--- src/sv/spq_pkg.sv ---
// Shared constants, request codes and entry types for the stable priority queue.
// No dependencies; every other file imports this package.
`timescale 1ns / 1ps
`default_nettype none

package spq_pkg;

  localparam int QUEUE_DEPTH   = 16;
  localparam int PRIORITY_BITS = 8;
  localparam int INDEX_BITS    = 10;
  localparam int ATTR_BITS     = 8;
  localparam int COUNT_BITS    = $clog2(QUEUE_DEPTH + 1);
  localparam int OP_BITS       = 2;

  typedef enum logic [OP_BITS-1:0] {
    OP_PUSH  = 2'd0,
    OP_POP   = 2'd1,
    OP_CLEAR = 2'd2,
    OP_NOP   = 2'd3
  } op_t;

  typedef struct packed {
    logic [INDEX_BITS-1:0]    index;
    logic [PRIORITY_BITS-1:0] prio;
    logic [ATTR_BITS-1:0]     attribute;
  } entry_t;

  typedef struct packed {
    logic   push;
    logic   pop;
    logic   clear;
    entry_t item;
  } cell_cmd_t;

endpackage

`default_nettype wire

--- src/sv/spq_cell.sv ---
// One slot of the sorted chain: holds an entry and its valid bit, shifts with neighbors.
// Depends on spq_pkg for entry and command types.
`timescale 1ns / 1ps
`default_nettype none

module spq_cell
  import spq_pkg::*;
(
  input  wire logic      clk,
  input  wire logic      rst,
  input  wire cell_cmd_t cmd,
  input  wire entry_t    prev_entry,
  input  wire logic      prev_valid,
  input  wire logic      prev_ge,
  input  wire entry_t    next_entry,
  input  wire logic      next_valid,
  output entry_t         entry,
  output logic           valid,
  output logic           ge
);

  // Slot stays ahead of a new entry of equal or lower priority.
  assign ge = valid && (entry.prio >= cmd.item.prio);

  always_ff @(posedge clk) begin
    if (rst) begin
      valid <= 1'b0;
    end else if (cmd.clear) begin
      valid <= 1'b0;
    end else if (cmd.push) begin
      valid <= valid | prev_valid;
    end else if (cmd.pop) begin
      valid <= next_valid;
    end
  end

  always_ff @(posedge clk) begin
    if (cmd.push && !ge) begin
      entry <= prev_ge ? cmd.item : prev_entry;
    end else if (cmd.pop) begin
      entry <= next_entry;
    end
  end

endmodule

`default_nettype wire

--- config.mk ---
export PLATFORM = sky130hd
export DESIGN_NAME = spq_cell
export DESIGN_NICKNAME = d
export VERILOG_FILES = /design/src/sv/spq_pkg.sv /design/src/sv/spq_cell.sv
export SDC_FILE = /design/constraint.sdc
export NUM_CORES = 1
export LEC_CHECK = 0
export BUFFER_PORTS_ARGS = -buffer_cell sky130_fd_sc_hd__clkbuf_2
export CAP_MARGIN = 20
export CORE_MARGIN = 2
export CORE_UTILIZATION = 30
export DETAILED_ROUTE_END_ITERATION = 6
export HOLD_SLACK_MARGIN = 0.12
export PLACE_DENSITY_LB_ADDON = 0.2
export SLEW_MARGIN = 40
export SYNTH_ARGS = -nofsm -noshare
export SYNTH_HDL_FRONTEND = slang
export SYNTH_SLANG_ARGS = --single-unit
--- constraint.sdc ---
create_clock -name clk -period 2.6 [get_ports clk]
set_input_delay 0.52 -clock clk [delete_from_list [all_inputs] [get_ports clk]]
set_output_delay 0.52 -clock clk [all_outputs]
set_load 0.01 [all_outputs]
# Yosys cells after proc, flatten, opt, wreduce, memory -nomap -nowiden
# Index checks and enable logic that the tools add are counted.
# classes
bitwise,1
reduce_logical,6
mux,5
n_lt_le_gt_ge,1
# op_table
cell,count
2-to-1 mux 26 bit,3
>= comparator 8 bit,1
nonzero test 2 bit,2
logical AND 1 bit,2
2-to-1 mux 1 bit,2
OR reduction 2 bit,1
logical NOT 1 bit,1
bitwise OR 1 bit,1
# totals
ff_bits,27
inputBits,86
wordCells,17
output_inout_bits,28

# Logic depth before layout (Yosys ltp)
# depth
word_depth,5
ltp_mapped,8
mapped_depth_nobuf,7

# Worst setup path after synthesis
# OpenSTA, ideal clock, no wires.
# synth_path
path_type,input to register
startpoint,input cmd[13] (netlist bit)
endpoint,register entry[0] (netlist bit) (enable)
setup_slack_ns,0.112
setup_ns,0.364
cell_stages,8
arrival_time_ns,2.124
n_path_buf,1
required_ns,2.236
path_cell_list,inv_1 ha_1 a211o_1 a21oi_4 o2111ai_2 nand2_4 buf_12 or2_2
# synth_via
elab_chain_cells,5
# synth_rtl
element,line,rtl
from (decl),spq_cell.sv:11,"input wire cell_cmd_t cmd,"
>= comparator 8 bit,spq_cell.sv:23,assign ge = valid && (entry.prio >= cmd.item.prio);
logical AND 1 bit,spq_cell.sv:23,
logical NOT 1 bit,spq_cell.sv:38,if (cmd.push && !ge) begin
logical AND 1 bit,spq_cell.sv:38,
nonzero test 2 bit (no source line),n/a,
to (signal assigned),spq_cell.sv:39,entry <= prev_ge ? cmd.item : prev_entry;
to (signal assigned),spq_cell.sv:41,entry <= next_entry;
to (decl),spq_cell.sv:17,"output entry_t entry,"
# Every way passes these cells.
# A chain may end at the register's enable or synchronous reset.

# Worst setup path in the final report
# layout_path
startpoint,register entry[8] (netlist bit)
endpoint,output ge
# layout_via
elab_chain_cells,2
# layout_rtl
element,line,rtl
>= comparator 8 bit,spq_cell.sv:23,
logical AND 1 bit,spq_cell.sv:23,
to (decl),spq_cell.sv:19,output logic ge
# Every way passes these cells.

==> results.md <==
* Status: finished, final reports clean
* Worst slack, placed at between 90 and 100 ps
* DIE WIDTH at 81.50 um
* Worst EP arrival at between 1500 and 2000 ps
* Maxcap violations at 0
* Postcts setup bufs at 0
* Clk sinks at 27
* Buffer depth of the longest clock path at 2
* Synthesized area at between 1500 and 2000 sq um
* Area share of the largest cell type after synthesis at between 40% and 50%
* Iter 0 DRT Violations at 19
* Crit path largest cell delay at roughly 400 ps
* CP Cell Sequence: inv_1 -> ha_1 -> nand2b_1 -> a211oi_1 -> o21ai_0 -> nand2_1 -> a21oi_1 -> clkbuf_2
* Setup Viol. Count Final at 0
* Post-route ant nets at 0
* Clk root buf: clkbuf_8
* Crit start category: register
* Final hold vios at 0
* Cell family with most CP delay: compound AO/OA/AOI/OAI gates
* Peak supply drop at roughly 0.00036 V
* Mapped Cells at 121
* First-pass GRT wire length at 6.410 mm
* Sequential element share of the synthesized area at 44.44%
* Die height at 81.50 um
* GRT Util Overall at between 10 and 15%
* TritonCTS buffer count at 3
* Area grow syn2layout at 41.53%
* Yosys warning count at 0
* Post-synth EDFFs at 26
* Clock slew at reported path FFs at 90 ps
* CTS Hold Bufs at 0
* Filler Cell Count at 550
* Synth cell count leaders: mux2_2 (33), edfxtp_1 (26), mux2_4 (19)
* Via count at approximately 1.4k
* Worst-Skew Late Latency at 270 ps
* Final Skew at about 11 ps
* Cts repair resizes at 0
* Port-buffer cells at 113
* Synth Net Count at approximately 220
* Overflow after GRT at 0
* Setup TNS at 0 ps
* I/O Pins at 114
* Total power at 1.290 mW
* Routed WL per cell at 13.32 um
* Max FO, Critical Path at 2
* Min-delay worst type: in -> reg
* RSZ-0062 raised after global routing: no
* Power Dens Cells at 505.9 nW/um^2
* Final net count at 334
* Fin crit share at 92.43%
* Ys async rst share at 0%
* Worst Setup End Kind: output port
* Most common cell in the netlist: mux2_2
* Cells after DPL at 310
* Initial Util at 30.80%
* Setup ws final at between 150 and 200 ps
* CTS tree: done
* GP Congestion at around 0.67
* Core Footprint at 5851 sq um
* # H-tree levels at 1
* Main synth FF type: edfxtp_1
* TritonRoute pass-1 iters at 4
* Final Util at 43.58%
* Number of synthesized register bits at 27
* Tightest Pin Transition at 392.5 ps
* CP bufs+invs at 2
* Critical-path top delay cell: edfxtp_1
* Antenna violations before repair at 0
* Req. time, crit path at around 2100 ps
* Syn Area/Cell at ~15 sq um
* Leak Pwr at approximately 1.3 nW
* Fmax at 0.4161 GHz
* Worst slew margin at 73.83%
* Area contributors post-synth: edfxtp_1 (43%), mux2_2 (21%), mux2_4 (16%)
* Non-filler instance count after layout at 314
* Dominant cell type by area after synthesis: edfxtp_1
* Tmin final at 2403 ps
* Dpl hpwl at ~3.5 mm
* Ant diodes at 0
* Fin. max-slew vios at 0
* Vias/cell at between 4 and 5
* Row count at 28
* Share of layout cells above drive strength 1 at about three quarters
* Number of global-route vias before repair at 1342
* Residual DRC at 0
* Synth cell types at 25
* Pin count of the biggest net entering global routing at 18
* Final WL at 4.181 mm
* Full die area at 6641 sq um
* Setup CP Type: reg -> out
-- power breakdown --
| part | total [mW] | switching [mW] | leakage (nW) | internal, mW |
|---|---|---|---|---|
| logic | 0.465 | 0.201 | 0.963 | 0.263 |
| clock network | 0.240 | 0.132 | 0.0255 | 0.107 |
| registers | 0.586 | 0.0234 | 0.275 | 0.562 |
| total | 1.29 | 0.357 | 1.26 | 0.933 |
-- layout by cell type, fill, tap and decap left out, types with 2 or more instances in the layout --
cell	n
a211oi_1	2
buf_12	4
buf_4	2
clkbuf_2	113
clkbuf_8	3
edfxtp_1	26
ha_1	8
inv_1	11
mux2_2	33
mux2_4	19
o21ai_0	2
-- cell families after synthesis --
group / count (synthesis) / share of synthesized area [%]
adder cells (fa/ha/maj): 8 / 5.556
buffers and inverters: 16 / 5.208
flip-flops: 27 / 44.44
multiplexers: 52 / 36.46
AND/OR/NAND/NOR: 6 / 2.362
AO/OA/AOI/OAI: 12 / 5.972
-- worst paths after layout --
path	slack (ps)	startpoint	to	cells past startpoint
hold / removal	410	cmd[26]	valid	2
setup reg to reg	340	entry[8]	entry[8]	8
setup / recovery	200	entry[8]	ge	8
hold reg to reg	610	valid	valid	2
-- sequential cells by signal (all words and copies together), names as in the netlist --
register and flops:
entry 26, valid 1
-- layout make-up --
cell class,count,area [sq um],share of cell area (%)
clock buffers,3,41.29,1.619
clock inverters,1,5.005,0.1963
inverters,11,41.29,1.619
multi-input cells,78,907.1,35.57
flip-flops and latches,27,800.8,31.40
well taps,75,93.84,3.680
repair buffers,119,660.6,25.91
-- layer usage --
| layer | global-route usage (%) | vias to the layer above | wire, um | part of all wire (%) |
|---|---|---|---|---|
| li1 | - | 694 | - | - |
| met1 | 15.27 | 633 | 1676 | 40 |
| met2 | 23.11 | 56 | 2170 | 52 |
| met3 | 3.736 | 2 | 310 | 7.4 |
| met4 | 2.034 | 0 | 23 | 0.55 |
| met5 | 0 | - | 0 | 0 |
-- metrics by stage --
step | hold slack (ps) | cell area, sq um
floorplan | 603.1 | 1802
finish | 413.9 | 2550
detailed placement | 614.1 | 2504
global placement | 615.2 | 2504
global route | 397.4 | 2550
CTS | 403.4 | 2550
No activity file was read; power rests on OpenSTA's default activity.
